===== src/rtl/crp_pkg.sv =====
// shared types and constants of the crp table sampler
`default_nettype none

package crp_pkg;

  localparam int ATOM_SLOTS  = 64;
  localparam int COUNT_BITS  = 16;
  localparam int SLOT_BITS   = $clog2(ATOM_SLOTS);

  localparam int ID_BITS     = 6;
  localparam int U_BITS      = 16;
  localparam int ALPHA_BITS  = 24;
  localparam int TOTAL_BITS  = 24;
  localparam int OUT_CNT_BITS = 16;
  localparam int ALPHA_FRAC  = 8;
  localparam int U_FRAC      = 16;
  localparam int ACC_SHIFT   = ALPHA_FRAC + U_FRAC;
  localparam int W_BITS      = TOTAL_BITS + ALPHA_FRAC + 1;
  localparam int LHS_BITS    = U_BITS + W_BITS;
  localparam int ID_EXT_BITS = ((SLOT_BITS > ID_BITS) ? SLOT_BITS : ID_BITS) + 1;

  localparam logic [ALPHA_BITS-1:0] ALPHA_RESET = ALPHA_BITS'(256);
  localparam logic [COUNT_BITS-1:0] COUNT_MAX   = '1;
  localparam logic [TOTAL_BITS-1:0] TOTAL_MAX   = '1;
  localparam logic [SLOT_BITS-1:0]  LAST_SLOT   = SLOT_BITS'(ATOM_SLOTS - 1);

  typedef enum logic [1:0] {
    OP_SAMPLE      = 2'd0,
    OP_INCORPORATE = 2'd1,
    OP_REMOVE      = 2'd2,
    OP_QUERY       = 2'd3
  } op_t;

  typedef enum logic [1:0] {
    STATUS_OK       = 2'd0,
    STATUS_ABSENT   = 2'd1,
    STATUS_FULL     = 2'd2,
    STATUS_OVERFLOW = 2'd3
  } status_t;

  typedef enum logic [2:0] {
    S_IDLE,
    S_LOAD,
    S_WALK,
    S_RMW,
    S_FIN
  } state_t;

  typedef struct packed {
    logic [ID_BITS-1:0]      chosen;
    status_t                 status;
    logic [OUT_CNT_BITS-1:0] count;
    logic [TOTAL_BITS-1:0]   total;
  } res_t;

endpackage

`default_nettype wire


===== src/rtl/crp_count_ram.sv =====
// generic single write, single read synchronous ram
`default_nettype none

module crp_count_ram #(
  parameter int DEPTH = 64,
  parameter int WIDTH = 16
) (
  input  wire logic                     clk,
  input  wire logic                     wr_en,
  input  wire logic [$clog2(DEPTH)-1:0] wr_addr,
  input  wire logic [WIDTH-1:0]         wr_data,
  input  wire logic [$clog2(DEPTH)-1:0] rd_addr,
  output logic      [WIDTH-1:0]         rd_data
);

  logic [WIDTH-1:0] mem [DEPTH];

  always_ff @(posedge clk) begin
    if (wr_en) begin
      mem[wr_addr] <= wr_data;
    end
  end

  always_ff @(posedge clk) begin
    rd_data <= mem[rd_addr];
  end

endmodule

`default_nettype wire


===== src/rtl/crp_ctrl.sv =====
// sequencer: slot walk for sample, else read-modify-write (query only reads)
`default_nettype none

module crp_ctrl import crp_pkg::*; (
  input  wire logic                  clk,
  input  wire logic                  rst_n,
  input  wire logic                  in_valid,
  output logic                       in_ready,
  input  wire logic [1:0]            in_operation,
  input  wire logic [ID_BITS-1:0]    in_atom_id,
  input  wire logic [U_BITS-1:0]     in_uniform,
  input  wire logic [ALPHA_BITS-1:0] alpha,
  output logic                       res_valid,
  input  wire logic                  res_ready,
  output res_t                       res
);

  state_t                  state_r, state_nxt;
  op_t                     op_r, op_nxt;
  logic [ID_BITS-1:0]      id_r, id_nxt;
  logic [U_BITS-1:0]       u_r, u_nxt;
  logic [W_BITS-1:0]       weight_r, weight_nxt;
  logic [LHS_BITS-1:0]     lhs_r, lhs_nxt;
  logic [TOTAL_BITS-1:0]   acc_r, acc_nxt;
  logic [SLOT_BITS-1:0]    walk_r, walk_nxt;
  logic                    free_found_r, free_found_nxt;
  logic [SLOT_BITS-1:0]    free_slot_r, free_slot_nxt;
  logic [TOTAL_BITS-1:0]   total_r, total_nxt;
  res_t                    res_r, res_nxt;
  logic [ATOM_SLOTS-1:0]   written_r;
  logic [SLOT_BITS-1:0]    rd_addr_r;

  logic [SLOT_BITS-1:0]    rd_addr;
  logic [COUNT_BITS-1:0]   rd_data;
  logic                    wr_en;
  logic [SLOT_BITS-1:0]    wr_addr;
  logic [COUNT_BITS-1:0]   wr_data;

  logic [COUNT_BITS-1:0]   count_cur;
  logic [ID_EXT_BITS-1:0]  id_ext;
  logic                    id_inside;
  logic [SLOT_BITS-1:0]    id_slot;
  logic [TOTAL_BITS-1:0]   acc_sum;
  logic                    hit;

  crp_count_ram #(
    .DEPTH (ATOM_SLOTS),
    .WIDTH (COUNT_BITS)
  ) u_ram (
    .clk     (clk),
    .wr_en   (wr_en),
    .wr_addr (wr_addr),
    .wr_data (wr_data),
    .rd_addr (rd_addr),
    .rd_data (rd_data)
  );

  // never-written entries read as zero, which stands in for clearing the table
  assign count_cur = written_r[rd_addr_r] ? rd_data : '0;

  assign id_ext    = ID_EXT_BITS'(id_r);
  assign id_inside = id_ext < ID_EXT_BITS'(ATOM_SLOTS);
  assign id_slot   = SLOT_BITS'(id_ext);

  assign acc_sum = acc_r + TOTAL_BITS'(count_cur);
  assign hit     = (count_cur != '0) &&
                   (lhs_r <= LHS_BITS'({acc_sum, {ACC_SHIFT{1'b0}}}));

  assign res = res_r;

  always_ff @(posedge clk) begin
    if (!rst_n) begin
      state_r   <= S_IDLE;
      total_r   <= '0;
      written_r <= '0;
    end else begin
      state_r <= state_nxt;
      total_r <= total_nxt;
      if (wr_en) begin
        written_r[wr_addr] <= 1'b1;
      end
    end
  end

  always_ff @(posedge clk) begin
    op_r         <= op_nxt;
    id_r         <= id_nxt;
    u_r          <= u_nxt;
    weight_r     <= weight_nxt;
    lhs_r        <= lhs_nxt;
    acc_r        <= acc_nxt;
    walk_r       <= walk_nxt;
    free_found_r <= free_found_nxt;
    free_slot_r  <= free_slot_nxt;
    res_r        <= res_nxt;
    rd_addr_r    <= rd_addr;
  end

  always_comb begin
    state_nxt      = state_r;
    op_nxt         = op_r;
    id_nxt         = id_r;
    u_nxt          = u_r;
    weight_nxt     = weight_r;
    lhs_nxt        = lhs_r;
    acc_nxt        = acc_r;
    walk_nxt       = walk_r;
    free_found_nxt = free_found_r;
    free_slot_nxt  = free_slot_r;
    total_nxt      = total_r;
    res_nxt        = res_r;
    in_ready       = 1'b0;
    res_valid      = 1'b0;
    rd_addr        = '0;
    wr_en          = 1'b0;
    wr_addr        = id_slot;
    wr_data        = count_cur;

    unique case (state_r)
      S_IDLE: begin
        in_ready = 1'b1;
        rd_addr  = SLOT_BITS'(ID_EXT_BITS'(in_atom_id));
        if (in_valid) begin
          op_nxt     = op_t'(in_operation);
          id_nxt     = in_atom_id;
          u_nxt      = in_uniform;
          weight_nxt = W_BITS'(alpha) + (W_BITS'(total_r) << ALPHA_FRAC);
          state_nxt  = (op_t'(in_operation) == OP_SAMPLE) ? S_LOAD : S_RMW;
        end
      end

      S_LOAD: begin
        lhs_nxt        = LHS_BITS'(u_r) * LHS_BITS'(weight_r);
        acc_nxt        = '0;
        walk_nxt       = '0;
        free_found_nxt = 1'b0;
        rd_addr        = '0;
        state_nxt      = S_WALK;
      end

      S_WALK: begin
        rd_addr = walk_r + 1'b1;
        if (count_cur != '0) begin
          acc_nxt = acc_sum;
        end else if (!free_found_r) begin
          free_found_nxt = 1'b1;
          free_slot_nxt  = walk_r;
        end
        res_nxt.total = total_r;
        if (hit) begin
          res_nxt.chosen = ID_BITS'(walk_r);
          res_nxt.status = STATUS_OK;
          res_nxt.count  = OUT_CNT_BITS'(count_cur);
          state_nxt      = S_FIN;
        end else if (walk_r == LAST_SLOT) begin
          res_nxt.count = '0;
          if (free_found_r) begin
            res_nxt.chosen = ID_BITS'(free_slot_r);
            res_nxt.status = STATUS_OK;
          end else if (count_cur == '0) begin
            res_nxt.chosen = ID_BITS'(walk_r);
            res_nxt.status = STATUS_OK;
          end else begin
            res_nxt.chosen = '0;
            res_nxt.status = STATUS_FULL;
          end
          state_nxt = S_FIN;
        end else begin
          walk_nxt = walk_r + 1'b1;
        end
      end

      S_RMW: begin
        res_nxt.chosen = id_r;
        res_nxt.status = STATUS_OK;
        res_nxt.count  = '0;
        res_nxt.total  = total_r;
        case (op_r)
          OP_INCORPORATE: begin
            if (!id_inside) begin
              res_nxt.status = STATUS_FULL;
            end else if (count_cur == COUNT_MAX || total_r == TOTAL_MAX) begin
              res_nxt.status = STATUS_OVERFLOW;
              res_nxt.count  = OUT_CNT_BITS'(count_cur);
            end else begin
              wr_en          = 1'b1;
              wr_data        = count_cur + 1'b1;
              total_nxt      = total_r + 1'b1;
              res_nxt.count  = OUT_CNT_BITS'(wr_data);
              res_nxt.total  = total_nxt;
            end
          end
          OP_REMOVE: begin
            if (!id_inside || count_cur == '0) begin
              res_nxt.status = STATUS_ABSENT;
            end else begin
              wr_en   = 1'b1;
              wr_data = count_cur - 1'b1;
              if (total_r != '0) begin
                total_nxt = total_r - 1'b1;
              end
              res_nxt.count = OUT_CNT_BITS'(wr_data);
              res_nxt.total = total_nxt;
            end
          end
          default: begin
            if (id_inside) begin
              res_nxt.count = OUT_CNT_BITS'(count_cur);
            end
          end
        endcase
        state_nxt = S_FIN;
      end

      S_FIN: begin
        res_valid = 1'b1;
        if (res_ready) begin
          state_nxt = S_IDLE;
        end
      end

      default: begin
        state_nxt = S_IDLE;
      end
    endcase
  end

endmodule

`default_nettype wire


===== src/rtl/crp_table_sampler.sv =====
// top level of the crp table sampler: config register, sequencer and result register
`default_nettype none

// Table sampler for a Chinese restaurant process. One count per atom slot is
// held in a single-port-read, single-port-write ram, plus a running client
// total. Operations: sample (walk the slots in ascending order and pick the
// first occupied slot whose running count sum reaches uniform * (alpha +
// clients), else the lowest free slot, else report table full), incorporate,
// remove and query. One item is in work at a time. A sample runs a setup
// step for the weight product, then walks one slot per cycle through the ram
// read port, stopping early when a slot hits, then hands off to the output
// register; incorporate, remove and query run a ram read, a write back
// (none for query) and the hand-off. A new input transfer is taken as soon
// as the result sits in the output register, even while that result still
// waits to be taken. After reset the table reads as cleared at once: a
// per-slot written flag masks stale ram contents, so there is no clearing
// pass. The alpha register (8 fraction bits) resets to 1.0; the user must
// write it only while the block is idle, which the block does not enforce.

module crp_table_sampler import crp_pkg::*; (
  input  wire logic                    clk,
  input  wire logic                    rst_n,

  // configuration write channel
  input  wire logic                    cfg_valid,
  output logic                         cfg_ready,
  input  wire logic [ALPHA_BITS-1:0]   cfg_alpha_weight,

  // input channel
  input  wire logic                    in_valid,
  output logic                         in_ready,
  input  wire logic [1:0]              in_operation,
  input  wire logic [ID_BITS-1:0]      in_atom_id,
  input  wire logic [U_BITS-1:0]       in_uniform,

  // result channel
  output logic                         out_valid,
  input  wire logic                    out_ready,
  output logic [ID_BITS-1:0]           out_chosen_atom,
  output logic [1:0]                   out_status,
  output logic [OUT_CNT_BITS-1:0]      out_atom_count,
  output logic [TOTAL_BITS-1:0]        out_client_total
);

  logic [ALPHA_BITS-1:0] alpha_r;
  logic                  out_valid_r;
  res_t                  out_res_r;

  logic                  res_valid;
  logic                  res_ready;
  res_t                  res;

  // config is always accepted; the user must only send it while no item is in flight
  assign cfg_ready = 1'b1;

  always_ff @(posedge clk) begin
    if (!rst_n) begin
      alpha_r <= ALPHA_RESET;
    end else if (cfg_valid) begin
      alpha_r <= cfg_alpha_weight;
    end
  end

  crp_ctrl u_ctrl (
    .clk          (clk),
    .rst_n        (rst_n),
    .in_valid     (in_valid),
    .in_ready     (in_ready),
    .in_operation (in_operation),
    .in_atom_id   (in_atom_id),
    .in_uniform   (in_uniform),
    .alpha        (alpha_r),
    .res_valid    (res_valid),
    .res_ready    (res_ready),
    .res          (res)
  );

  // output register: takes a result when empty or when its current one leaves
  assign res_ready = res_valid && (!out_valid_r || out_ready);

  always_ff @(posedge clk) begin
    if (!rst_n) begin
      out_valid_r <= 1'b0;
    end else if (res_ready) begin
      out_valid_r <= 1'b1;
    end else if (out_ready) begin
      out_valid_r <= 1'b0;
    end
  end

  always_ff @(posedge clk) begin
    if (res_ready) begin
      out_res_r <= res;
    end
  end

  assign out_valid        = out_valid_r;
  assign out_chosen_atom  = out_res_r.chosen;
  assign out_status       = out_res_r.status;
  assign out_atom_count   = out_res_r.count;
  assign out_client_total = out_res_r.total;

endmodule

`default_nettype wire


===== config.mk =====
export PLATFORM = sky130hd
export DESIGN_NAME = crp_table_sampler
export DESIGN_NICKNAME = d
export VERILOG_FILES = /design/src/rtl/crp_pkg.sv /design/src/rtl/crp_count_ram.sv /design/src/rtl/crp_ctrl.sv /design/src/rtl/crp_table_sampler.sv
export SDC_FILE = /design/constraint.sdc
export NUM_CORES = 2
export LEC_CHECK = 0
export CORE_MARGIN = 5
export CORE_UTILIZATION = 25
export CTS_BUF_LIST = sky130_fd_sc_hd__clkbuf_2 sky130_fd_sc_hd__clkbuf_4 sky130_fd_sc_hd__clkbuf_8
export CTS_CLUSTER_SIZE = 25
export DETAILED_ROUTE_END_ITERATION = 10
export DONT_BUFFER_PORTS = 1
export PLACE_DENSITY_LB_ADDON = 0.25
export SLEW_MARGIN = 10
export SYNTH_ARGS = -nofsm -noshare
export SYNTH_HDL_FRONTEND = slang
export SYNTH_SLANG_ARGS = --single-unit

===== constraint.sdc =====
create_clock -name clk -period 9.2 [get_ports clk]
set_clock_uncertainty 0.05 [all_clocks]
set_input_delay 0.92 -clock clk [delete_from_list [all_inputs] [get_ports clk]]
set_output_delay 0.92 -clock clk [all_outputs]
set_load 0.005 [all_outputs]

==> results_dict.tcl <==
set metrics [dict create \
    min_from "in_operation[1]" \
    async_flop_share_pct 0 \
    io_pins 104 \
    hpwl_um 150000 \
    cts_made_buffers 235 \
    outcome "finished, final reports clean" \
    r2r.worst_path.cells 30 \
    num-fill-cells 31079 \
    cts_tree "yes" \
    rsz0062_at_grt "no" \
    synth_edf_count 1263 \
    worst-r2r-setup-slack_ns 0.71 \
    crit_path_end_kind "register" \
    yosys_warnings 0 \
    path_max_fanout 24 \
    cp.arrival_ns 9.09 \
    die_w_um 559 \
    maxCapViolCount 0 \
    area_growth_pct 12.8 \
    grt_pass1_wl_um 351000 \
    cts_root_buf "clkbuf_8" \
    port_buffers 0 \
    slew_headroom_pct 18.9 \
    antenna_found_initial 13 \
    vias 52328 \
    synth-seq-cells 1401 \
    whs_path_depth 0 \
    gp_congestion 0.866 \
    cts_max_level 4 \
    finalHoldViolCount 0 \
    setup-tns-final_ns 0 \
    vias_per_cell 4.75 \
    maxSlewViolCount 0 \
    r2r-start "u_ctrl.rd_addr_r[0]" \
    fmax_mhz 118 \
    hold_path.class "in -> reg" \
    track_usage_pct 14.6 \
    regArea_sq_um 40700 \
    nets 7538 \
    ys_seq_area_share_pct 53.9 \
    worstReg2RegEnd "u_ctrl.res[33]" \
    synth_top_area_share_pct 50.3 \
    dr.pass1.iters 6 \
    crit_required_ns 9.79 \
    slowest_delay_ns 0.73 \
    holdPathEnd "u_ctrl.op_r[1]" \
    die_h_um 559 \
    fin_crit_ns 8.49 \
    worstSkewPairLatency_ns 0.99 \
    synth_nets 7545 \
    crit_path_start_kind "register" \
    grt-ovfl-total 0 \
    drtIter0Drc 4337 \
    rows 201 \
    start_util_pct 25.1 \
    final_cell_mix "1600 x nand2_1, 1263 x edfxtp_1, 566 x nand3_1" \
    die-area_sq_um 313000 \
    fin_crit_sh_pct 92.3 \
    max_slew.worst_pin.slew_ns 1.22 \
    clockBufferDepth 4 \
    grt_max_degree 144 \
    startpoint "u_ctrl.rd_addr_r[0]" \
    setup_viol_count_final 0 \
    syn_avg_cell_area_sq_um 11.0 \
    ys_top_cells_by_area "edfxtp_1 50%, fa_1 12%, nand2_1 8.0%" \
    coreArea_sq_um 300000 \
    wirelength_um 235000 \
    crit_slowest_cell "dfxtp_1" \
    wl_per_cell_um 21.3 \
    clock_sinks 1401 \
    grt_pass1_vias 53222 \
    ant_nets 0 \
    drive_gt1_share_pct 8.70 \
    drc 0 \
    clk_pin_slew_ns 0.06 \
    final_common_cell "nand2_1" \
    synth-main-ff-cell "edfxtp_1" \
    synthesis.area_sq_um 75400 \
    synth_cell_types 89 \
    synth_top_cell_by_area "edfxtp_1" \
    postSynthCellCount 6872 \
    multiInputGateArea_sq_um 31300 \
    critPathKind "reg -> reg" \
]
==> through the flow <==
step	hold WS [ns]	setup slack, ns	util [%]	std cells	cell area, sq um
floorplan	0.350	0.305	-	6872	75400
global placement	0.355	0.663	26.7	10561	80200
detailed placement	0.358	0.720	26.7	10562	80200
CTS	0.00161	0.599	28.4	11007	85100
global route	0.00989	0.00506	28.4	11008	85100
finish	0.104	0.705	28.4	11010	85100
==> synthesized netlist by cell type (all sizes together), types with 52 or more instances <==
cell and number:
dfxtp 138, nand3 568, and3 96, edfxtp 1263, inv 544, ha 186
a311oi 182, nor2 248, o21ai 173, a21oi 171, clkbuf 377, nor3 72
xnor2 74, fa 434, nand2 1603, mux2i 52, and2 180
==> worst max-delay path by stage <==
stage                                   endpoint
after floorplan           u_ctrl.u_ram.mem[0][0]
after global placement            u_ctrl.res[31]
after detailed placement          u_ctrl.res[26]
after CTS                         u_ctrl.res[26]
after global routing              u_ctrl.res[26]
final                             u_ctrl.res[33]
==> logic make-up after synthesis <==
logic type / count (synthesis) / synth area share [%]
XOR/XNOR: 93 / 1.08
adder cells (fa/ha/maj): 620 / 14.6
buffers and inverters: 964 / 4.87
other: 1 / 0.00497
flip-flops: 1401 / 53.9
AND/OR/NAND/NOR: 2953 / 17.5
AO/OA/AOI/OAI: 772 / 6.97
multiplexers: 68 / 1.08
==> critical path, delay by kind of cell, from the launching register on <==
| kind | cells | cell delay, ns |
|---|---|---|
| AOI/OAI and AO/OA | 12 | 2.75 |
| adders and majority gates | 2 | 0.59 |
| buffers and inverters | 4 | 0.63 |
| DFF | 1 | 0.73 |
| muxes | 1 | 0.60 |
| and+or+nand+nor | 11 | 2.82 |
==> area by class of cell <==
class | instances | share of cell area [%]
sequential | 1401 | 47.8
multi-input combinational | 4507 | 36.8
tap | 3958 | 5.82
clock buffer | 336 | 4.79
inverter | 546 | 2.43
timing repair buffer | 174 | 1.70
clock inverter | 85 | 0.629
antenna | 3 | 0.00882
==> layer usage <==
layer | wire [um] | track usage (%) | part of all wire, %
met1 | 102000 | 19.3 | 43
met2 | 114000 | 24.9 | 48
met3 | 13600 | 2.34 | 5.8
met4 | 5770 | 3.57 | 2.5
met5 | 0 | 0 | 0
==> state kept, by name, indices dropped and copies added (netlist names), 16 cells and up <==
register and flops:
u_ctrl.weight_r 33, u_ctrl.written_r 64, u_ctrl.u_ram.mem 1024, u_ctrl.acc_r 24, u_ctrl.res 48, out_atom_count 16, out_client_total 24, u_ctrl.lhs_r 49
alpha_r 24, u_ctrl.u_ram.rd_data 16, u_ctrl.u_r 16, u_ctrl.total_r 24
==> what timing repair did <==
action	4_1_cts	5_1_grt
endpoints found under the hold margin	24	0
buffers inserted	0	0
hold buffers	24	0
resized for setup	0	1
setup endpoints to repair	0	5
Power is not shown: default switching activity piles up to over one toggle a cycle in this logic, so the estimate is an artifact.
